===== src/rtl/core/spa_pkg.sv =====
// ----------------------------------------------------------------------------
// spa_pkg: shared types and constants of the segment pool allocator
// Field widths, status codes, register indexes and the command that the
// controller broadcasts to the row of segment cells.
// ----------------------------------------------------------------------------
`default_nettype none

package spa_pkg;

    localparam int ACTION_W  = 1;
    localparam int REQ_W     = 17;
    localparam int OFFSET_W  = 16;
    localparam int STATUS_W  = 2;
    localparam int CFG_IDX_W = 1;
    localparam int CFG_W     = 17;

    // Widest cell index for the largest table the block supports.
    localparam int IDX_MAX_W = 10;

    localparam logic [STATUS_W-1:0] ST_OK       = 2'd0;
    localparam logic [STATUS_W-1:0] ST_NOMEM    = 2'd1;
    localparam logic [STATUS_W-1:0] ST_FULL     = 2'd2;
    localparam logic [STATUS_W-1:0] ST_NOTFOUND = 2'd3;

    localparam logic [CFG_IDX_W-1:0] CFG_POOL_BYTES = 1'b0;
    localparam logic [CFG_IDX_W-1:0] CFG_FIT_MODE   = 1'b1;

    localparam logic [ACTION_W-1:0] ACT_ALLOC = 1'b0;
    localparam logic [ACTION_W-1:0] ACT_FREE  = 1'b1;

    localparam logic [CFG_W-1:0] POOL_RESET = 17'd65536;

    typedef enum logic [2:0] {
        OP_HOLD,
        OP_ROTATE,
        OP_INSERT,
        OP_DELETE,
        OP_WRITE
    } t_cell_op;

    typedef struct packed {
        t_cell_op               op;
        logic [IDX_MAX_W-1:0]   idx;
    } t_cell_cmd;

endpackage

`default_nettype wire


===== src/rtl/core/spa_cell.sv =====
// ----------------------------------------------------------------------------
// spa_cell: one entry of the segment table
// Holds start, size and used mark, and takes a neighbour's entry or the
// broadcast entry as the controller's command says.
// ----------------------------------------------------------------------------
`default_nettype none

module spa_cell #(
    parameter int IDX = 0,
    parameter int AW  = 16
) (
    input  wire logic                 i_clk,
    input  wire spa_pkg::t_cell_cmd   i_cmd,
    input  wire logic [AW-1:0]        i_bus_start,
    input  wire logic [AW:0]          i_bus_size,
    input  wire logic                 i_bus_used,
    input  wire logic [AW-1:0]        i_left_start,
    input  wire logic [AW:0]          i_left_size,
    input  wire logic                 i_left_used,
    input  wire logic [AW-1:0]        i_right_start,
    input  wire logic [AW:0]          i_right_size,
    input  wire logic                 i_right_used,
    output logic [AW-1:0]             o_start,
    output logic [AW:0]               o_size,
    output logic                      o_used
);

    localparam logic [spa_pkg::IDX_MAX_W-1:0] MY_IDX = spa_pkg::IDX_MAX_W'(IDX);

    logic [AW-1:0] r_start;
    logic [AW:0]   r_size;
    logic          r_used;

    always_ff @(posedge i_clk) begin
        case (i_cmd.op)
            spa_pkg::OP_ROTATE: begin
                r_start <= i_right_start;
                r_size  <= i_right_size;
                r_used  <= i_right_used;
            end
            spa_pkg::OP_INSERT: begin
                if (MY_IDX == i_cmd.idx) begin
                    r_start <= i_bus_start;
                    r_size  <= i_bus_size;
                    r_used  <= i_bus_used;
                end else if (MY_IDX > i_cmd.idx) begin
                    r_start <= i_left_start;
                    r_size  <= i_left_size;
                    r_used  <= i_left_used;
                end
            end
            spa_pkg::OP_DELETE: begin
                if (MY_IDX >= i_cmd.idx) begin
                    r_start <= i_right_start;
                    r_size  <= i_right_size;
                    r_used  <= i_right_used;
                end
            end
            spa_pkg::OP_WRITE: begin
                if (MY_IDX == i_cmd.idx) begin
                    r_start <= i_bus_start;
                    r_size  <= i_bus_size;
                    r_used  <= i_bus_used;
                end
            end
            default: begin
            end
        endcase
    end

    assign o_start = r_start;
    assign o_size  = r_size;
    assign o_used  = r_used;

endmodule

`default_nettype wire


===== config.mk =====
export PLATFORM = sky130hd
export DESIGN_NAME = spa_cell
export DESIGN_NICKNAME = d
export VERILOG_FILES = /design/src/rtl/core/spa_pkg.sv /design/src/rtl/core/spa_cell.sv
export SDC_FILE = /design/constraint.sdc
export NUM_CORES = 1
export LEC_CHECK = 0
export BUFFER_PORTS_ARGS = -buffer_cell sky130_fd_sc_hd__buf_2
export CELL_PAD_IN_SITES_DETAIL_PLACEMENT = 1
export CELL_PAD_IN_SITES_GLOBAL_PLACEMENT = 2
export CORE_MARGIN = 4
export CORE_UTILIZATION = 26
export CTS_BUF_LIST = sky130_fd_sc_hd__clkbuf_4 sky130_fd_sc_hd__clkbuf_8
export DETAILED_ROUTE_END_ITERATION = 6
export GPL_ROUTABILITY_DRIVEN = 0
export PLACE_DENSITY_LB_ADDON = 0.08
export SLEW_MARGIN = 20
export SYNTH_ARGS = -nofsm -noshare
export SYNTH_HDL_FRONTEND = slang
export SYNTH_SLANG_ARGS = --single-unit
export TNS_END_PERCENT = 10

===== constraint.sdc =====
create_clock -name i_clk -period 7.11 [get_ports i_clk]
set_input_delay 0.711 -clock i_clk [delete_from_list [all_inputs] [get_ports i_clk]]
set_output_delay 0.711 -clock i_clk [all_outputs]
set_load 0.005 [all_outputs]

==> results of run 1 <==
synth_stat cells:
master    number
nand3_1        1
nand3b_1       1
a22o_1        34
mux2_4         1
edfxtp_1      34
o21ai_2        1
inv_1          1
o21ai_1       30
nor4_1         2
mux2i_1       34
buf_2          9
nor2_1         1
clkbuf_1       8
buf_6          4
a22oi_1       34
nor2_4         1
o21ai_0        4
o22ai_2        1
nand2_1        1
state kept, by name (all words and copies together), names as in the netlist:
| signal | cells |
|---|---|
| o_size | 17 |
| o_start | 16 |
| o_used | 1 |
cell families (layout without fill, tap and decap cells):
kind of cell	Yosys count	after routing	share of synthesized area, %
AO/OA/AOI/OAI	104	104	32.5
multiplexers	35	35	15.5
flip-flops	34	34	44.6
buffers and inverters	22	161	5.41
AND/OR/NAND/NOR	7	7	1.91
power by group through the flow:
stage | combinational [W] | sequential [W] | clock (W)
2_1_floorplan | 0.0000561 | 0.000244 | 0
3_3_place_gp | 0.000117 | 0.000243 | 0
3_5_place_dp | 0.000119 | 0.000243 | 0
4_1_cts | 0.000119 | 0.000239 | 0.000141
5_1_grt | 0.000132 | 0.000239 | 0.000151
6_report | 0.000118 | 0.000238 | 0.000138
through the flow:
step                cells  util (%)  cell area, sq um  hold WS (ps)  setup slack (ps)
CTS                   446      37.8              3170           753              4050
global route          446      37.8              3170           777              3900
finish                446      37.8              3170           759              4120
floorplan             202         -              2290           927              4260
detailed placement    439      36.8              3090          1050              3760
global placement      439      36.8              3090          1050              3780
routing by layer:
metal,GRT usage [%],up-vias
li1,-,1113
met2,26.0,107
met3,4.44,11
met1,19.8,1110
met5,0,-
met4,4.44,0
how the worst max path moves through the flow:
stage	from	to	slack, ps	cells after the start
after floorplan	i_cmd[4]	o_size[0]$_DFFE_PP_	4260	5
after global placement	i_cmd[11]	o_start[3]$_DFFE_PP_	3780	5
after detailed placement	i_cmd[11]	o_start[8]$_DFFE_PP_	3760	5
after CTS	i_cmd[11]	o_start[12]$_DFFE_PP_	4050	5
after global routing	i_cmd[11]	o_size[15]$_DFFE_PP_	3900	5
final	i_cmd[11]	o_size[15]$_DFFE_PP_	4120	5
layout make-up:
class | instances | share of cell area, %
clock buffer | 5 | 2.17
clock inverter | 2 | 0.316
inverter | 1 | 0.119
multi-input combinational | 146 | 36.5
sequential | 34 | 32.2
tap | 105 | 4.15
timing repair buffer | 153 | 24.5
==> results by group, run 1 <==
Status
  – Status: complete, no violations

Setup path
  – CP required: ~7100 ps
  – Slowest-stage cell, CP: nor2_4
  – Crit end category: flop
  – Worst EP arrival: 2950 ps
  – CP cell instances: buf_2, nor2_4, nand2_1, o22ai_4, buf_4
  – Worst Path Max Fanout: 38
  – Max incr delay on CP: 790 ps
  – Crit start category: primary input
  – Crit path max-delay family: simple AND/OR/NAND/NOR gates
  – Setup CP Type: primary input to flop
  – Buf+Inv Stages, Crit Path: 2

Layout
  – Nets: 457
  – Register Area: slightly above 1000 sq um
  – Fill count: 1003
  – Synthesis-to-layout area growth: 38.4%
  – # diodes: 0
  – Area of the multi-input gates: 1160 sq um
  – Most frequent cells in the layout: buf_2 (149), mux2i_1 (34), a22o_1 (34), a22oi_1 (34), edfxtp_1 (34)
  – Layout cells sized above 1: 48.4%
  – Commonest non-fill, non-tap cell in the layout: buf_2

Timing
  – Setup TNS: 0 ps
  – Final Hold Vio Count: 0
  – RSZ-0062 raised after global routing: false
  – Max Fclk: 334 MHz
  – Final critical-path share of the clock period: roughly 42%
  – Final slew viol count: 0
  – Final setup fails: 0
  – Relative slew slack: between 40% and 50%
  – Worst slew pin tran: around 860 ps
  – Fin crit period: 2990 ps

CTS
  – Hold_buf cts: 0
  – Longest Clk Path Bufs: 2
  – CTS resizes: 0
  – Clk slew on worst S/H paths: about 70 ps
  – Root buffer cell: clkbuf_8
  – Post-CTS setup buffers: 0
  – Htree depth: 2
  – CTS tree: done
  – CTS sink count: 34
  – CTS Buf Count: 5

Die
  – Die H: around 100 um
  – Horiz. Die Dim: between 100 and 150 um
  – Area of the die: around 10000 sq um
  – FP Rows: 33
  – I/O pin count: 150
  – Initial core utilization: about 27%
  – Floorplan core area: roughly 8400 sq um

Synthesis
  – Post-synthesis cell area: around 2300 sq um
  – Top cell type's share of synthesized area: 44.6%
  – Synthesized net count: 318
  – Synthesis Warnings: 0
  – Cell count after synthesis: between 200 and 250
  – Avg Cell Area, Syn: between 10 and 15 sq um
  – Sequential fraction of the synthesis area: approximately 45%
  – Synth area leader: edfxtp_1
  – Leading post-synthesis cells by cell area: edfxtp_1 (45%), mux2i_1 (15%), a22o_1 (13%), a22oi_1 (11%), o21ai_1 (6.6%)
  – Distinct cells, synth: 19
  – Flops & latches, synth: 34

Routing
  – Routed len/inst: ~19 um
  – # DRC: 0
  – Met1 wire length: between 3000 and 4000 um
  – Vias per cell: ~5.2
  – Antenna viol nets, final: 0
  – Via count: roughly 2300
  – Initial DRC count: 57
  – Drt total wl: between 8000 and 9000 um
  – Met3 wire len: roughly 760 um
  – Highest routed metal layer: met4
  – Pre-antenna DRT Iters: 4
  – Met2 Wirelength: 3820 um

Global routing
  – Initial antenna violation count: 0
  – Remaining Overflow, GRT: 0
  – First-pass GRT wire length: between 10000 and 15000 um
  – Largest net degree at the start of global routing: 39
  – Gr usage total: around 16%
  – Vias in the first global route: roughly 2500

Power
  – Worst VDD drop: between 0.07 and 0.08 mV
  – Leak: roughly 1.6 nW
  – Int Pwr: 0.000360 W
  – Switching share of power: between 20 and 30%
  – Total chip power: between 0.0004 and 0.0005 W
  – Sw Pwr: between 0.0001 and 0.00015 W
  – Pwr/cell area: roughly 160 nW/um^2
  – Sequential Power Share: about 48%
  – Combinational Power Share: a little under a quarter
  – Clock network fraction of total power: between 20% and 30%

Placement
  – I/O Buffers: ~150
  – Dpl hpwl: ~6000 um

Worst hold path
  – Hold EP: o_size[7]$_DFFE_PP_
  – Hold depth: 3
  – Min-Delay Path Class: primary input to flop
  – Hold path start: i_right_size[7]

Flow run
  – Max-cap violation count: 0
Power figures use the tool's default switching activity.
==> inputs of run 2 (changes only) <==
CORE_UTILIZATION = 22   (was 26)
clock period = 2.5 ns   (was 7.11 ns; I/O delays follow)
==> run 2 against run 1 <==
Net effect:
- sequential share of layout area fell by 1.0 points
- flip-flop and latch count unchanged
- clock power grew to 3.5 times the previous value
- global-route usage fell by 1.5 points
- total power grew to 3.1 times the previous value
- cell count is 7.6% higher
- setup slack got worse by 3400 ps
- hold slack got worse by 460 ps
- non-clock buffer count increased by 6
- combinational power rose to 2.9 times the previous value
- clock-buffer cell count is the same
==> results by group, run 2 (synthesis results as in run 1) <==
Timing
  – Setup TNS: 0 ps (unchanged)
  – Final critical-path share of the clock period: 69.7%
  – Worst slew pin tran: 673 ps (-186 ps)
  – Final WS setup: 757 ps (-3360 ps)
  – Final setup fails: 0 (unchanged)
  – Relative slew slack: 55.1% (+13 points)
  – Max Fclk: 574 MHz
  – RSZ-0062 raised after global routing: false
  – Fin crit period: 1740 ps
  – Final Hold Vio Count: 0 (unchanged)
  – Final slew viol count: 0 (unchanged)

Power
  – Combinational Power Share: 22.8% (-1.1 points)
  – Int Pwr: 0.00113 W (+210%)
  – Sw Pwr: 0.000380 W (+180%)
  – Leak: 1.61 nW (+2.4%)
  – Worst VDD drop: 0.181 mV (+140%)
  – Sequential Power Share: 44.8% (-3.5 points)
  – Clock network fraction of total power: 32.4% (+4.5 points)
  – Total chip power: 0.00151 W (+210%)
  – Switching share of power: 25.1% (-1.9 points)
  – Pwr/cell area: 462 nW/um^2 (+200%)

Routing
  – Via count: 2352 (+0.47%)
  – # DRC: 0 (unchanged)
  – Initial DRC count: 86 (+51%)
  – Vias per cell: 4.90 (-6.6%)
  – Pre-antenna DRT Iters: 4 (unchanged)
  – Routed len/inst: 18.3 um (-1.3%)
  – Antenna viol nets, final: 0 (unchanged)
  – Drt total wl: 8800 um (+6.2%)

Layout
  – Cell area after layout: 3270 sq um (+3.3%)
  – # diodes: 0 (unchanged)
  – Synthesis-to-layout area growth: 42.9%
  – Commonest non-fill, non-tap cell in the layout: buf_2
  – Layout Cells excl Fill: 480 (+7.6%)
  – Largest register FFs: 17 (unchanged)
  – Most frequent cells in the layout: buf_2 (149), mux2i_1 (34), a22o_1 (34), a22oi_1 (34), edfxtp_1 (34)
  – Nets: 463 (+1.3%)
  – Layout cells sized above 1: 49.0% (+0.60 points)

CTS
  – CTS resizes: 0 (unchanged)
  – Htree depth: 2 (unchanged)
  – CTS sink count: 34 (unchanged)
  – Clk slew on worst S/H paths: 80 ps (about the same)
  – CTS Buf Count: 5 (unchanged)
  – Hold_buf cts: 0 (unchanged)
  – Post-CTS setup buffers: 0 (unchanged)
  – Longest Clk Path Bufs: 2 (unchanged)
  – Root buffer cell: clkbuf_8
  – CTS tree: done

Setup path
  – CP required: 2470 ps (-4600 ps)
  – Crit start category: primary input
  – Worst EP arrival: 1710 ps (-1240 ps)
  – Setup CP Type: primary input to flop
  – Worst Setup SP: i_cmd[0]
  – Crit end category: flop
  – Worst Path Max Fanout: 35 (-7.9%)

Global routing
  – Largest net degree at the start of global routing: 36 (-7.7%)
  – First-pass GRT wire length: 13100 um (+3.2%)
  – Initial antenna violation count: 0 (unchanged)
  – Remaining Overflow, GRT: 0 (unchanged)
  – Vias in the first global route: 2488 (-1.5%)
  – Gr usage total: 14.1% (-1.5 points)

Worst hold path
  – Min-Delay Path Class: primary input to flop
  – Hold path start: i_right_start[12]

Die
  – FP Rows: 36 (+9.1%)
  – Area of the die: 12100 sq um (+17%)
  – Horiz. Die Dim: 110 um (+8.0%)
  – Floorplan core area: 9950 sq um (+19%)
  – Initial core utilization: 23.0% (-4.3 points)
  – Die H: 110 um (+8.0%)
  – I/O pin count: 150 (unchanged)

Placement
  – Placement Cell Area: 3170 sq um (+2.6%)
  – Dpl hpwl: 6470 um (+7.2%)
  – Inst Count DP: 473 (+7.7%)
  – I/O Buffers: 149 (unchanged)
  – Post-place setup slack: 419 ps (-3340 ps)

Flow run
  – Max-cap violation count: 0 (unchanged)

Status
  – Status: complete, no violations
[run 2: path summary, 6_finish.rpt]
path	end	slack [ps]	depth (start not counted)
max	o_size[9]$_DFFE_PP_	760	6
min	o_start[12]$_DFFE_PP_	300	3
[run 2: worst max-delay path, stage by stage]
cell and delay (ps):
buf_2 90, nor4_1 360, nand3_2 130, buf_4 350
o22ai_4 190, buf_4 310
[run 2: cell type report]
class,count,area (sq um)
clock inverters,2,33.8
inverters,1,3.75
clock buffers,5,68.8
well taps,133,166
repair buffers,159,821
fillers,1178,6680
multi-input cells,146,1160
flip-flops and latches,34,1020
[run 2: layer usage]
| metal | global-route usage, % | routed length, um | part of all wire, % |
|---|---|---|---|
| met4 | 2.32 | 29 | 0.33 |
| met3 | 5.30 | 814 | 9.2 |
| met5 | 0 | 0 | 0 |
| met2 | 23.7 | 4200 | 48 |
| met1 | 17.6 | 3760 | 43 |
[run 2: power groups by stage]
stage	clock network (W)	registers (W)	logic, W
after CTS	0.000509	0.000677	0.000351
final	0.000489	0.000677	0.000345
after global placement	0	0.000689	0.000351
after global routing	0.000547	0.000679	0.000384
after floorplan	0	0.000694	0.000160
after detailed placement	0	0.000690	0.000350
[run 2: per-stage QoR]
step | utilization [%] | hold WS [ps]
floorplan | - | 466
global placement | 31.8 | 595
detailed placement | 31.8 | 593
CTS | 32.9 | 289
global route | 32.9 | 293
finish | 32.9 | 296
