File: src/rtl/core/spa_pkg.sv
// ----------------------------------------------------------------------------
// spa_pkg: shared types and constants of the segment pool allocator
// Field widths, status codes, register indexes and the command that the
// controller broadcasts to the row of segment cells.
// ----------------------------------------------------------------------------
`default_nettype none

package spa_pkg;

    localparam int ACTION_W  = 1;
    localparam int REQ_W     = 17;
    localparam int OFFSET_W  = 16;
    localparam int STATUS_W  = 2;
    localparam int CFG_IDX_W = 1;
    localparam int CFG_W     = 17;

    // Widest cell index for the largest table the block supports.
    localparam int IDX_MAX_W = 10;

    localparam logic [STATUS_W-1:0] ST_OK       = 2'd0;
    localparam logic [STATUS_W-1:0] ST_NOMEM    = 2'd1;
    localparam logic [STATUS_W-1:0] ST_FULL     = 2'd2;
    localparam logic [STATUS_W-1:0] ST_NOTFOUND = 2'd3;

    localparam logic [CFG_IDX_W-1:0] CFG_POOL_BYTES = 1'b0;
    localparam logic [CFG_IDX_W-1:0] CFG_FIT_MODE   = 1'b1;

    localparam logic [ACTION_W-1:0] ACT_ALLOC = 1'b0;
    localparam logic [ACTION_W-1:0] ACT_FREE  = 1'b1;

    localparam logic [CFG_W-1:0] POOL_RESET = 17'd65536;

    typedef enum logic [2:0] {
        OP_HOLD,
        OP_ROTATE,
        OP_INSERT,
        OP_DELETE,
        OP_WRITE
    } t_cell_op;

    typedef struct packed {
        t_cell_op               op;
        logic [IDX_MAX_W-1:0]   idx;
    } t_cell_cmd;

endpackage

`default_nettype wire

File: src/rtl/core/spa_req_if.sv
// ----------------------------------------------------------------------------
// spa_req_if: request channel of the segment pool allocator
// Carries one allocate or free word from a source to the block.
// ----------------------------------------------------------------------------
`default_nettype none

interface spa_req_if;
    logic                          valid;
    logic                          ready;
    logic [spa_pkg::ACTION_W-1:0]  action;
    logic [spa_pkg::REQ_W-1:0]     request_bytes;
    logic [spa_pkg::OFFSET_W-1:0]  free_offset;

    modport source (output valid, output action, output request_bytes,
                    output free_offset, input ready);
    modport sink   (input valid, input action, input request_bytes,
                    input free_offset, output ready);
endinterface

`default_nettype wire

File: src/rtl/core/spa_rsp_if.sv
// ----------------------------------------------------------------------------
// spa_rsp_if: response channel of the segment pool allocator
// Carries one status word and the granted offset back to the requester.
// ----------------------------------------------------------------------------
`default_nettype none

interface spa_rsp_if;
    logic                          valid;
    logic                          ready;
    logic [spa_pkg::STATUS_W-1:0]  status;
    logic [spa_pkg::OFFSET_W-1:0]  granted_offset;

    modport source (output valid, output status, output granted_offset, input ready);
    modport sink   (input valid, input status, input granted_offset, output ready);
endinterface

`default_nettype wire

File: src/rtl/core/spa_ctrl.sv
// ----------------------------------------------------------------------------
// spa_ctrl: sequencer of the segment pool allocator
// Scans the rotating table at cell 0, decides the edit, issues the insert,
// write and delete commands and returns the response word.
// ----------------------------------------------------------------------------
`default_nettype none

module spa_ctrl #(
    parameter int N = 64,
    parameter int A = 16
) (
    input  wire logic                         i_clk,
    input  wire logic                         i_rst_n,
    spa_req_if.sink                           i_req,
    spa_rsp_if.source                         o_rsp,
    input  wire logic                         i_cfg_we,
    input  wire logic [spa_pkg::CFG_IDX_W-1:0] i_cfg_idx,
    input  wire logic [spa_pkg::CFG_W-1:0]    i_cfg_data,
    input  wire logic [A-1:0]                 i_head_start,
    input  wire logic [A:0]                   i_head_size,
    input  wire logic                         i_head_used,
    output spa_pkg::t_cell_cmd                o_cmd,
    output logic [A-1:0]                      o_bus_start,
    output logic [A:0]                        o_bus_size,
    output logic                              o_bus_used
);

    localparam int IW = $clog2(N);
    localparam int CW = $clog2(N + 1);
    localparam int SW = A + 1;
    localparam int OW = (A > spa_pkg::OFFSET_W) ? A : spa_pkg::OFFSET_W;
    localparam int ZW = (SW > spa_pkg::REQ_W) ? SW : spa_pkg::REQ_W;
    localparam logic [ZW-1:0] LIMIT = ZW'(1) << A;

    typedef enum logic [2:0] {
        S_IDLE, S_SCAN, S_DECIDE, S_INS, S_WR, S_DEL, S_OUT
    } t_state;

    function automatic logic [SW-1:0] clamp_pool(input logic [spa_pkg::CFG_W-1:0] v);
        logic [ZW-1:0] z;
        z = ZW'(v);
        if (z > LIMIT) begin
            z = LIMIT;
        end
        return SW'(z);
    endfunction

    t_state                        r_state;
    logic [CW-1:0]                 r_count;
    logic                          r_mode;
    logic [IW-1:0]                 r_step;
    logic [spa_pkg::ACTION_W-1:0]  r_action;
    logic [spa_pkg::REQ_W-1:0]     r_want;
    logic [spa_pkg::OFFSET_W-1:0]  r_where;
    logic                          r_found;
    logic [IW-1:0]                 r_pick;
    logic [A-1:0]                  r_pstart;
    logic [SW-1:0]                 r_psize;
    logic                          r_prev_used;
    logic [A-1:0]                  r_prev_start;
    logic [SW-1:0]                 r_prev_size;
    logic                          r_dl;
    logic                          r_dr;
    logic                          r_npend;
    logic [SW-1:0]                 r_nsize;
    logic [IW-1:0]                 r_ins_idx;
    logic [A-1:0]                  r_ins_start;
    logic [SW-1:0]                 r_ins_size;
    logic [IW-1:0]                 r_wr_idx;
    logic [A-1:0]                  r_wr_start;
    logic [SW-1:0]                 r_wr_size;
    logic                          r_wr_used;
    logic [1:0]                    r_del_n;
    logic [IW-1:0]                 r_del_idx;
    logic [spa_pkg::STATUS_W-1:0]  r_status;
    logic [spa_pkg::OFFSET_W-1:0]  r_off;
    logic                          r_ovalid;
    logic [spa_pkg::STATUS_W-1:0]  r_ostatus;
    logic [spa_pkg::OFFSET_W-1:0]  r_ooff;

    logic          head_valid;
    logic          head_fit;
    logic          head_match;
    logic [SW-1:0] pool_new;
    logic [SW-1:0] want_s;
    logic [SW-1:0] merged;

    assign head_valid = CW'(r_step) < r_count;
    assign head_fit   = head_valid && !i_head_used && (ZW'(i_head_size) >= ZW'(r_want))
                        && (!r_found || (r_mode && (i_head_size < r_psize)));
    assign head_match = head_valid && !r_found && (OW'(i_head_start) == OW'(r_where));
    assign pool_new   = clamp_pool(i_cfg_data);
    assign want_s     = SW'(r_want);
    assign merged     = r_psize + (r_dl ? r_prev_size : '0) + (r_dr ? r_nsize : '0);

    // Command broadcast to the row of cells.
    always_comb begin
        o_cmd.op    = spa_pkg::OP_HOLD;
        o_cmd.idx   = '0;
        o_bus_start = r_wr_start;
        o_bus_size  = r_wr_size;
        o_bus_used  = r_wr_used;
        if (!i_rst_n) begin
            o_cmd.op    = spa_pkg::OP_WRITE;
            o_bus_start = '0;
            o_bus_size  = clamp_pool(spa_pkg::POOL_RESET);
            o_bus_used  = 1'b0;
        end else if (i_cfg_we && (i_cfg_idx == spa_pkg::CFG_POOL_BYTES)) begin
            o_cmd.op    = spa_pkg::OP_WRITE;
            o_bus_start = '0;
            o_bus_size  = pool_new;
            o_bus_used  = 1'b0;
        end else begin
            case (r_state)
                S_SCAN: o_cmd.op = spa_pkg::OP_ROTATE;
                S_INS: begin
                    o_cmd.op    = spa_pkg::OP_INSERT;
                    o_cmd.idx   = spa_pkg::IDX_MAX_W'(r_ins_idx);
                    o_bus_start = r_ins_start;
                    o_bus_size  = r_ins_size;
                    o_bus_used  = 1'b0;
                end
                S_WR: begin
                    o_cmd.op  = spa_pkg::OP_WRITE;
                    o_cmd.idx = spa_pkg::IDX_MAX_W'(r_wr_idx);
                end
                S_DEL: begin
                    o_cmd.op  = spa_pkg::OP_DELETE;
                    o_cmd.idx = spa_pkg::IDX_MAX_W'(r_del_idx);
                end
                default: o_cmd.op = spa_pkg::OP_HOLD;
            endcase
        end
    end

    always_ff @(posedge i_clk) begin
        if (!i_rst_n) begin
            r_state  <= S_IDLE;
            r_count  <= (clamp_pool(spa_pkg::POOL_RESET) == '0) ? CW'(0) : CW'(1);
            r_mode   <= 1'b0;
            r_ovalid <= 1'b0;
        end else begin
            if (r_ovalid && o_rsp.ready) begin
                r_ovalid <= 1'b0;
            end
            if (i_cfg_we) begin
                if (i_cfg_idx == spa_pkg::CFG_POOL_BYTES) begin
                    r_count <= (pool_new == '0) ? CW'(0) : CW'(1);
                end else begin
                    r_mode <= i_cfg_data[0];
                end
            end
            case (r_state)
                S_IDLE: begin
                    if (i_req.valid) begin
                        r_action <= i_req.action;
                        r_want   <= i_req.request_bytes;
                        r_where  <= i_req.free_offset;
                        r_step   <= '0;
                        r_found  <= 1'b0;
                        r_dl     <= 1'b0;
                        r_dr     <= 1'b0;
                        r_npend  <= 1'b0;
                        r_state  <= S_SCAN;
                    end
                end
                S_SCAN: begin
                    if (r_action == spa_pkg::ACT_ALLOC) begin
                        if (head_fit) begin
                            r_found  <= 1'b1;
                            r_pick   <= r_step;
                            r_pstart <= i_head_start;
                            r_psize  <= i_head_size;
                        end
                    end else begin
                        if (head_match) begin
                            r_found  <= 1'b1;
                            r_pick   <= r_step;
                            r_pstart <= i_head_start;
                            r_psize  <= i_head_size;
                            r_dl     <= (r_step != '0) && !r_prev_used;
                            r_npend  <= 1'b1;
                        end
                        if (r_npend) begin
                            r_npend <= 1'b0;
                            r_dr    <= head_valid && !i_head_used;
                            r_nsize <= i_head_size;
                        end
                    end
                    // The predecessor is frozen once the matching entry has passed.
                    if (!r_found && !head_match) begin
                        r_prev_used  <= i_head_used;
                        r_prev_start <= i_head_start;
                        r_prev_size  <= i_head_size;
                    end
                    r_step       <= r_step + IW'(1);
                    if (r_step == IW'(N - 1)) begin
                        r_state <= S_DECIDE;
                    end
                end
                S_DECIDE: begin
                    r_del_n  <= 2'd0;
                    r_off    <= '0;
                    r_state  <= S_OUT;
                    if (r_action == spa_pkg::ACT_ALLOC) begin
                        if ((r_want == '0) || !r_found) begin
                            r_status <= spa_pkg::ST_NOMEM;
                        end else if (ZW'(r_psize) > ZW'(r_want)) begin
                            if (r_count == CW'(N)) begin
                                r_status <= spa_pkg::ST_FULL;
                            end else begin
                                r_status    <= spa_pkg::ST_OK;
                                r_off       <= spa_pkg::OFFSET_W'(OW'(r_pstart));
                                r_ins_idx   <= r_pick + IW'(1);
                                r_ins_start <= r_pstart + A'(want_s);
                                r_ins_size  <= r_psize - want_s;
                                r_wr_idx    <= r_pick;
                                r_wr_start  <= r_pstart;
                                r_wr_size   <= want_s;
                                r_wr_used   <= 1'b1;
                                r_count     <= r_count + CW'(1);
                                r_state     <= S_INS;
                            end
                        end else begin
                            r_status   <= spa_pkg::ST_OK;
                            r_off      <= spa_pkg::OFFSET_W'(OW'(r_pstart));
                            r_wr_idx   <= r_pick;
                            r_wr_start <= r_pstart;
                            r_wr_size  <= r_psize;
                            r_wr_used  <= 1'b1;
                            r_state    <= S_WR;
                        end
                    end else begin
                        if (!r_found) begin
                            r_status <= spa_pkg::ST_NOTFOUND;
                        end else begin
                            // The merged segment lands on the predecessor when that
                            // one is free, and the absorbed entries are then removed.
                            r_status   <= spa_pkg::ST_OK;
                            r_wr_idx   <= r_dl ? (r_pick - IW'(1)) : r_pick;
                            r_wr_start <= r_dl ? r_prev_start : r_pstart;
                            r_wr_size  <= merged;
                            r_wr_used  <= 1'b0;
                            r_del_n    <= {1'b0, r_dl} + {1'b0, r_dr};
                            r_del_idx  <= r_dl ? r_pick : (r_pick + IW'(1));
                            r_count    <= r_count - CW'({1'b0, r_dl}) - CW'({1'b0, r_dr});
                            r_state    <= S_WR;
                        end
                    end
                end
                S_INS: begin
                    r_state <= S_WR;
                end
                S_WR: begin
                    r_state <= (r_del_n != 2'd0) ? S_DEL : S_OUT;
                end
                S_DEL: begin
                    r_del_n <= r_del_n - 2'd1;
                    if (r_del_n == 2'd1) begin
                        r_state <= S_OUT;
                    end
                end
                S_OUT: begin
                    if (!r_ovalid || o_rsp.ready) begin
                        r_ovalid  <= 1'b1;
                        r_ostatus <= r_status;
                        r_ooff    <= r_off;
                        r_state   <= S_IDLE;
                    end
                end
                default: r_state <= S_IDLE;
            endcase
        end
    end

    assign i_req.ready          = (r_state == S_IDLE);
    assign o_rsp.valid          = r_ovalid;
    assign o_rsp.status         = r_ostatus;
    assign o_rsp.granted_offset = r_ooff;

endmodule

`default_nettype wire

File: src/flat_wrapper.sv
// flat-port wrapper written by rule: the top's interface ports become plain ports
module spa_ctrl_flat 
#(
    parameter int N = 64,
    parameter int A = 16
)
  (i_clk, i_rst_n, i_cfg_we, i_cfg_idx, i_cfg_data, i_head_start, i_head_size, i_head_used, o_cmd, o_bus_start, o_bus_size, o_bus_used, i_req_valid, i_req_action, i_req_request_bytes, i_req_free_offset, i_req_ready, o_rsp_valid, o_rsp_status, o_rsp_granted_offset, o_rsp_ready);
  spa_req_if i_req_i ();
  spa_rsp_if o_rsp_i ();
  input  wire logic i_clk;
  input  wire logic i_rst_n;
  input  wire logic i_cfg_we;
  input  wire logic [spa_pkg::CFG_IDX_W-1:0] i_cfg_idx;
  input  wire logic [spa_pkg::CFG_W-1:0] i_cfg_data;
  input  wire logic [A-1:0] i_head_start;
  input  wire logic [A:0] i_head_size;
  input  wire logic i_head_used;
  output spa_pkg::t_cell_cmd o_cmd;
  output logic [A-1:0] o_bus_start;
  output logic [A:0] o_bus_size;
  output logic o_bus_used;
  input wire logic [$bits(i_req_i.valid)-1:0] i_req_valid;
  input wire logic [$bits(i_req_i.action)-1:0] i_req_action;
  input wire logic [$bits(i_req_i.request_bytes)-1:0] i_req_request_bytes;
  input wire logic [$bits(i_req_i.free_offset)-1:0] i_req_free_offset;
  output wire logic [$bits(i_req_i.ready)-1:0] i_req_ready;
  output wire logic [$bits(o_rsp_i.valid)-1:0] o_rsp_valid;
  output wire logic [$bits(o_rsp_i.status)-1:0] o_rsp_status;
  output wire logic [$bits(o_rsp_i.granted_offset)-1:0] o_rsp_granted_offset;
  input wire logic [$bits(o_rsp_i.ready)-1:0] o_rsp_ready;
  assign i_req_i.valid = i_req_valid;
  assign i_req_i.action = i_req_action;
  assign i_req_i.request_bytes = i_req_request_bytes;
  assign i_req_i.free_offset = i_req_free_offset;
  assign i_req_ready = i_req_i.ready;
  assign o_rsp_valid = o_rsp_i.valid;
  assign o_rsp_status = o_rsp_i.status;
  assign o_rsp_granted_offset = o_rsp_i.granted_offset;
  assign o_rsp_i.ready = o_rsp_ready;
  spa_ctrl #(.N(N), .A(A)) u_core (.i_clk(i_clk), .i_rst_n(i_rst_n), .i_req(i_req_i), .o_rsp(o_rsp_i), .i_cfg_we(i_cfg_we), .i_cfg_idx(i_cfg_idx), .i_cfg_data(i_cfg_data), .i_head_start(i_head_start), .i_head_size(i_head_size), .i_head_used(i_head_used), .o_cmd(o_cmd), .o_bus_start(o_bus_start), .o_bus_size(o_bus_size), .o_bus_used(o_bus_used));
endmodule
File: config.mk
export PLATFORM = sky130hd
export DESIGN_NAME = spa_ctrl_flat
export DESIGN_NICKNAME = d
export VERILOG_FILES = /design/src/rtl/core/spa_pkg.sv /design/src/rtl/core/spa_req_if.sv /design/src/rtl/core/spa_rsp_if.sv /design/src/rtl/core/spa_ctrl.sv /design/src/flat_wrapper.sv
export SDC_FILE = /design/constraint.sdc
export NUM_CORES = 1
export LEC_CHECK = 0
export CAP_MARGIN = 20
export CORE_UTILIZATION = 58
export DETAILED_ROUTE_END_ITERATION = 10
export DONT_BUFFER_PORTS = 1
export GPL_TIMING_DRIVEN = 0
export PLACE_DENSITY = 0.87
export SLEW_MARGIN = 20
export SYNTH_ARGS = -nofsm -noshare
export SYNTH_HDL_FRONTEND = slang
export SYNTH_SLANG_ARGS = --single-unit
export TNS_END_PERCENT = 30
File: constraint.sdc
create_clock -name i_clk -period 5.7 [get_ports i_clk]
set_input_delay 1.14 -clock i_clk [delete_from_list [all_inputs] [get_ports i_clk]]
set_output_delay 1.14 -clock i_clk [all_outputs]
set_load 0.005 [all_outputs]
==> flow_results.org, run 1 <==
** Outcome
- Run status :: complete, no violations

** Synth
- For this run, asynchronously set or reset flops after synthesis account for 0%.
- The most common cell in the synthesized netlist is edfxtp_1.
- Synthesis produced a netlist whose cell count is 1,332.
- The average instance in the mapped netlist occupies about 11 sq um.
- Yosys printed 0 warnings.
- Synthesis inferred 269 register bits.
- After synthesis the cells add up to between 10,000 and 15,000 sq um.
- Of all cell types, the one taking the most synthesized area is edfxtp_1.
- Commonest cells in the netlist :: edfxtp_1 (257), nand2_1 (157), inv_1 (98)
- Yosys mapped the design onto approximately 70 distinct sky130hd cell types.
- Synth area leaders :: edfxtp_1 (52%), ha_1 (8.1%), nand2_1 (4.0%), a21oi_1 (3.0%), fa_1 (2.7%)
- In the synthesized netlist the dominant register cell turns out to be edfxtp_1.
- Fraction of post-synthesis cell area in the top cell type by area :: 51.7%
- Sequential-to-total area share from yosys stat :: 53.3%
- Yosys mapped a number of flops with a built-in enable equal to 257.

** Power and ir drop
- The internal portion of the total power is 4100 uW.
- Combinational cells account for 29.5% of the total power.
- Summed over all cells, the static leakage comes to 0.00626 uW.
- Net Sw Power :: 2040 uW
- Per report_power, the sequential group accounts for 41.8% of the total.
- For this design the ratio of total power to cell area is ~370 nW/um^2.
- Switching portion of total power :: 33.2%
- Clock network fraction of design power :: between 20% and 30%
- Worst voltage drop across the vdd grid :: between 300 and 400 uV

** Placement
- The count of buffers added on input and output ports is 0.
- Routability-driven placement finished with a final weighted congestion of 0.940.
- HPWL reported at the end of detailed placement :: 30.0 mm
- After detailed placement, the design holds a cell count of 1,678.
- Summing all placed instances gives a cell area of ~16,000 sq um.

** Clocking
- Clock tree buffer depth :: 3
- Clock tree from TritonCTS :: built
- TritonCTS buffer count :: 28
- Clock H-tree levels :: 1
- The clock reaches the later pin of the worst-skew pair after about 0.56 ns.
- Counting every sink on the clock net gives 269.
- After clock tree synthesis, the clock-pin slew on the worst setup and hold paths is about 0.07 ns.
- CTS root buf :: clkbuf_16

** Finish
- Counting the fill cells in the layout gives between 1,500 and 2,000.
- Relative to the synthesized area, the layout overhead comes to 10.3%.
- Post-layout instance count excluding filler cells :: 1,733
- Cells with a size suffix above 1 make up 7.22% of the layout.
- Final std cell area, no fill :: roughly 16,000 sq um
- The final layout contains 1,585 nets.

** Drt
- For this block, the initial DRC count from the detailed router was 1,230.
- Remaining routing DRC violations :: 0
- Routed length per placed instance :: between 20 and 25 microns
- After detailed routing, the total wire length is 39.7 mm.
- DR vias/cell :: 6.29
- Count of vias placed by the detailed router :: about 11,000
- Number of routed nets with antenna violations :: 0
- The first detailed-routing pass ran for 6 iterations.

** Min path
- The path class of the tightest hold or removal check is reg -> reg.
- Start point of the worst min-delay path :: u_core.r_off[2]$_SDFFCE_PP0P_

** STA
- Worst slew margin :: 40.9%
- Slew @ Worst Pin :: 0.885 ns
- After layout, the worst path uses 92.6% of the clock period.
- The max-slew violation count came to 0.
- Clock skew after layout :: about 0.024 ns
- Setup-violating endpoint count in the final report :: 0
- Final Hold Viols :: 0
- Final period demand of the worst path :: 5.28 ns
- Based on the critical path, the design can be clocked at up to 190 MHz.
- Setup repair after global routing left no endpoint under its margin.

** Floorplan
- From left edge to right edge, the die measures 162 microns.
- The floorplan step defined a core boundary enclosing 25,200 sq um.
- Floorplan row count :: 58
- The initial utilization of the core area, before any placement, comes to about 60%.
- between 150 and 200 I/O pins were placed.
- Die span in y :: 162 microns
- Die outline area :: 26,400 sq um

** Setup path
- Tracing the worst setup path back leads to its startpoint at u_core.r_dl$_SDFFCE_PN0P_.
- Of all nets on the critical path, the largest fanout is 10.
- STA puts the critical path data arrival time at 5.55 ns.
- STA puts the critical path data required time at 5.98 ns.
- STA classifies the critical path startpoint as a flop.
- Beginning of the worst register-to-register path :: u_core.r_dl$_SDFFCE_PN0P_
- Category of the critical setup timing path :: reg -> reg
- STA classifies the critical path endpoint as a flop.

** Global route
- Largest net degree at the start of global routing :: 29
- Global routing used 30.5% of the available tracks across all layers.
- Global-route wire length before repair :: slightly above 60 mm
- Antenna violations before repair :: 6
- Global-route congestion overflow total :: 0
- Vias in the first global route :: 10,900

** Run
- Number of max-cap violations :: 0
-- repair_timing --
item / 4_1_cts / 5_1_grt
gates resized for setup: 0 / 3
setup buffers: 0 / 0
setup endpoints to repair: 0 / 1
hold buffers: 0 / 0
-- power groups by stage --
stage / logic [uW] / clock network [uW] / registers, uW
6_report: 1810 / 1760 / 2570
2_1_floorplan: 1280 / 0 / 2540
3_5_place_dp: 1750 / 0 / 2600
4_1_cts: 1770 / 1770 / 2560
5_1_grt: 1980 / 1840 / 2570
3_3_place_gp: 1650 / 0 / 2600
-- worst max-delay path, cell delays in order, from the launching register on --
cell and delay (ns):
edfxtp_1 0.41, clkbuf_1 0.45, clkbuf_2 0.46, clkbuf_1 0.42, nand2_1 0.18, fa_1 0.48, inv_1 0.07, ha_1 0.21
inv_1 0.08, fa_1 0.39, nand2b_1 0.17, nand2b_1 0.11, a41oi_1 0.15, a21oi_1 0.35, a21oi_1 0.16, a2111oi_0 0.62
o211a_1 0.24, nor3_1 0.06
-- routing by layer --
metal / track usage [%] / routed length, microns
met1: 36.3 / 14300
met2: 51.1 / 19100
met3: 7.79 / 4120
met4: 16.0 / 2220
met5: 0 / 0
-- state kept, by name, indices dropped and copies added (netlist names), 17 cells and up --
| signal | flops |
|---|---|
| u_core.r_ins_size | 17 |
| u_core.r_nsize | 17 |
| u_core.r_prev_size | 17 |
| u_core.r_psize | 17 |
| u_core.r_want | 17 |
| u_core.r_wr_size | 17 |
-- path summary, 6_finish.rpt --
kind	depth (start not counted)	slack, ns	end
max	17	0.42	u_core.r_wr_size[15]$_DFFE_PP_
min	0	0.41	u_core.o_rsp.granted_offset[2]$_DFFE_PP_
max reg2reg	17	0.42	u_core.r_wr_size[15]$_DFFE_PP_
min reg2reg	0	0.41	u_core.o_rsp.granted_offset[2]$_DFFE_PP_
-- per-stage QoR --
step	util [%]	setup slack (ns)	hold WS (ns)	setup TNS, ns	total power, uW
after global routing	65.3	0.118	0.427	0	6390
after detailed placement	61.8	0.360	0.407	0	4350
after CTS	65.3	0.306	0.420	0	6100
final	65.3	0.424	0.410	0	6140
after global placement	60.9	-1.09	0.402	-69.21	4250
after floorplan	-	0.647	0.400	0	3820
-- logic make-up after synthesis --
| group | after synthesis | synth area share, % |
|---|---|---|
| buffers and inverters | 150 | 4.01 |
| other | 1 | 0.0251 |
| and+or+nand+nor | 414 | 13.2 |
| AOI/OAI and AO/OA | 268 | 11.5 |
| muxes | 38 | 2.69 |
| adders and majority gates | 116 | 10.7 |
| DFF | 269 | 53.3 |
| xor gates and xnor gates | 76 | 4.46 |
-- cells in the final DEF (no fill, tap or decap), types with 13 or more instances in the layout --
master	n
edfxtp_1	257
nand2_1	157
inv_1	98
ha_1	96
a21oi_1	89
nor2_1	66
o21ai_0	54
clkbuf_1	45
xnor2_1	45
nand3_1	33
xor2_1	31
nor3_1	31
and2_1	30
nor2b_1	29
clkbuf_16	28
mux2i_1	21
a21o_1	20
fa_1	20
mux2_2	17
a211oi_1	14
nor4_1	13
-- area by class of cell --
| cell class | count | area [sq um] | area share (%) |
|---|---|---|---|
| Tap cell | 330 | 413 | 2.51 |
| Buffer | 52 | 231 | 1.41 |
| Inverter | 98 | 368 | 2.24 |
| Multi-Input combinational cell | 916 | 6420 | 39.0 |
| Timing Repair Buffer | 13 | 161 | 0.981 |
| Antenna cell | 5 | 12.5 | 0.0761 |
| Clock buffer | 33 | 719 | 4.37 |
| Clock inverter | 17 | 163 | 0.989 |
| Sequential cell | 269 | 7960 | 48.4 |
Power figures use the tool's default switching activity.
==> inputs of run 2 (changes only) <==
PLACE_DENSITY = 0.76   (was 0.87)
==> flow_results.org, run 2 (synthesized netlist as in run 1, its figures left out) <==
** Drt
- The total number of vias is 10,600 (-2.7%).
- The post-route DRC violation count is 0 (unchanged).
- The detailed router's first-iteration violation count was 1,101 (-10%).
- DR vias/cell :: 6.10 (-2.9%)
- Overall routed net length :: 38.3 mm (-3.6%)
- The number of iterations in the first detailed-routing pass came to 6 (unchanged).
- The wire length per cell was 22.0 microns (-3.9%).
- Number of routed nets with antenna violations :: 0 (unchanged)

** Min path
- The worst hold path belongs to the class reg -> reg.
- Worst hold stages :: 0 (unchanged)

** Finish
- Growth of design area from synthesis to finish :: 10.4%
- The number of filler cells placed in the layout is 1,927 (+7.0%).
- # nets final :: 1,586 (+0.063%)
- The top cell types in the final layout, fill and taps aside, are edfxtp_1 (257), nand2_1 (157), inv_1 (98).
- The proportion of layout cells with a drive suffix above 1 is 7.43% (+0.20 points).
- The filler-free cell count of the finished design came to 1,737 (+0.23%).
- Leaving out fill and tap cells, the most frequent cell in the layout is edfxtp_1.
- The area occupied by registers is 7960 sq um (unchanged).
- Area of the multi-input gates :: 6420 sq um (unchanged)

** STA
- Setup repair after global routing left no endpoint under its margin.
- Setup-violating endpoint count in the final report :: 0 (unchanged)
- The maximum clock skew at final layout is 0.0207 ns (-0.00356 ns).
- Post-layout worst setup margin :: 0.416 ns (-0.00788 ns)
- Final Hold Viols :: 0 (unchanged)
- The transition at the pin with the smallest max-transition slack is 0.961 ns (+0.0753 ns).
- The maximum frequency from static timing analysis was 189 MHz (-0.15%).
- The worst hold margin came to 0.419 ns (+0.00916 ns).
- The aggregate negative setup slack came to 0 ns (unchanged).
- The max-slew violation count was 0 (unchanged).
- Final period demand of the worst path :: 5.28 ns (+0.00788 ns)
- The post-route clock period utilization was 92.7% (+0.14 points).
- The relative slew slack is 35.8% (-5.0 points).

** Setup path
- The worst setup path is captured at a flop.
- WP data arrival :: 5.57 ns (+0.02 ns)
- The worst setup path is launched from a flop.
- The data required time of the critical path came to 5.99 ns (about the same).
- The worst-path maximum fanout is 10 (unchanged).
- Reg2Reg Depth :: 17 (unchanged)
- Category of the critical setup timing path :: reg -> reg
- The setup slack of the most critical reg-to-reg path came to 0.42 ns (about the same).

** Clocking
- The post-CTS setup buffer count came to 0 (unchanged).
- Clock H-tree levels :: 1 (unchanged)
- The number of clock sinks is 269 (unchanged).
- TritonCTS built the clock tree.
- Reg clk slew, reported paths :: 0.06 ns (about the same)
- CTS root buf :: clkbuf_16
- Clk Latency, worst-skew pair :: 0.56 ns (about the same)
- The maximum number of buffers from clock root to sink came to 3 (unchanged).
- The number of CTS-inserted buffers is 27 (-3.6%).

** Power and ir drop
- Power per Cell Area :: 368 nW/um^2 (-1.4%)
- The power share of the combinational group came to 29.3% (-0.2 points).
- The reported net switching power came to 2000 uW (-2.1%).
- Standby leakage power :: 0.00628 uW (+0.29%)
- Internal power :: 4060 uW (-0.83%)
- The largest vdd supply drop is 276 uV (-19%).
- Sequential power share :: 42.2% (+0.4 points)
- The part of the power in the clock network was 28.5% (-0.2 points).
- The share of total power consumed by net switching came to 32.9% (-0.28 points).

** Floorplan
- Core area :: 25,200 sq um (unchanged)
- The floorplan die width is 162 microns (unchanged).
- The starting utilization of the core area was 59.2% (unchanged).
- Die span in y :: 162 microns (unchanged)
- The die footprint came to 26,400 sq um (unchanged).
- The number of top-level pins came to 158 (unchanged).
- The number of core rows is 58 (unchanged).

** Global route
- The number of global-route vias before repair is 10,500 (-3.4%).
- The all-layer global routing usage is 29.7% (-0.80 points).
- The largest net degree at the start of global routing came to 27 (-6.9%).
- Global-route wire length before repair :: 58.8 mm (-2.7%)
- The total congestion overflow came to 0 (unchanged).
- The number of antenna violations at the first check in global routing was 6 (unchanged).

** Placement
- The HPWL after detailed placement is 29.7 mm (-1.1%).
- Placer's final routability congestion estimate :: 0.965 (+2.6%)
- Port bufs :: 0 (unchanged)
- The worst slack after detailed placement was 0.247 ns (-0.113 ns).
- Placed cell count :: 1,680 (+0.12%)

** Outcome
- Run status :: complete, no violations

** Run
- Number of max-cap violations :: 0 (unchanged)
==> run 2: cell types whose count changed in the layout (fill, tap and decap cells not counted), sizes merged <==
cell      change
clkinv        +5
clkbuf        -3
buf           +2
diode         +2
clkinvlp      -1
inv           -1
==> run 2: power groups by stage <==
stage | Clock, uW | Sequential, uW | Combinational [uW]
after floorplan | 0 | 2540 | 1280
after global placement | 0 | 2600 | 1650
after detailed placement | 0 | 2590 | 1740
after CTS | 1740 | 2550 | 1750
after global routing | 1810 | 2570 | 1970
final | 1730 | 2560 | 1770
==> run 2: critical path, stage by stage, from the launching register on <==
cell	delay [ns]
edfxtp_1	0.40
clkbuf_1	0.39
clkbuf_2	0.46
clkbuf_1	0.46
nand2_1	0.14
fa_1	0.47
inv_1	0.07
ha_1	0.20
inv_1	0.07
fa_1	0.37
nand2b_1	0.17
nand2b_1	0.10
a41oi_1	0.17
a21oi_1	0.37
a21oi_1	0.14
a2111oi_0	0.72
o211a_1	0.22
nor3_1	0.06
==> run 2: final timing paths <==
check,start,endpoint
setup / recovery,u_core.r_dl$_SDFFCE_PN0P_,u_core.r_wr_size[15]$_DFFE_PP_
hold / removal,u_core.r_off[10]$_SDFFCE_PP0P_,u_core.o_rsp.granted_offset[10]$_DFFE_PP_
setup reg to reg,u_core.r_dl$_SDFFCE_PN0P_,u_core.r_wr_size[15]$_DFFE_PP_
hold reg to reg,u_core.r_off[10]$_SDFFCE_PP0P_,u_core.o_rsp.granted_offset[10]$_DFFE_PP_
==> run 2: area by class of cell <==
cell class,count,share of cell area (%)
inverter,98,2.23
timing repair buffer,15,1.24
tap,330,2.51
antenna,7,0.106
clock buffer,30,4.17
buffer,52,1.41
multi-input combinational,916,39.0
sequential,269,48.3
clock inverter,20,1.06
==> run 2: repair_timing <==
item / in CTS / in global routing
hold buffers: 0 / 0
setup endpoints to repair: 0 / 1
gates resized for setup: 0 / 3
==> run 2: metal layers <==
metal / up-vias / part of all wire [%] / GRT usage (%)
met5: - / 0 / 0
met2: 487 / 48 / 50.5
li1: 4913 / - / -
met1: 5102 / 39 / 37.3
met4: 0 / 4.5 / 13.4
met3: 99 / 8.2 / 5.07
==> run 2: through the flow <==
step                total power (uW)  utilization (%)  cell area, sq um
floorplan                       3820                -             14900
global placement                4260             60.9             15300
detailed placement              4330             61.9             15600
CTS                             6050             65.3             16500
global route                    6350             65.4             16500
finish                          6060             65.4             16500
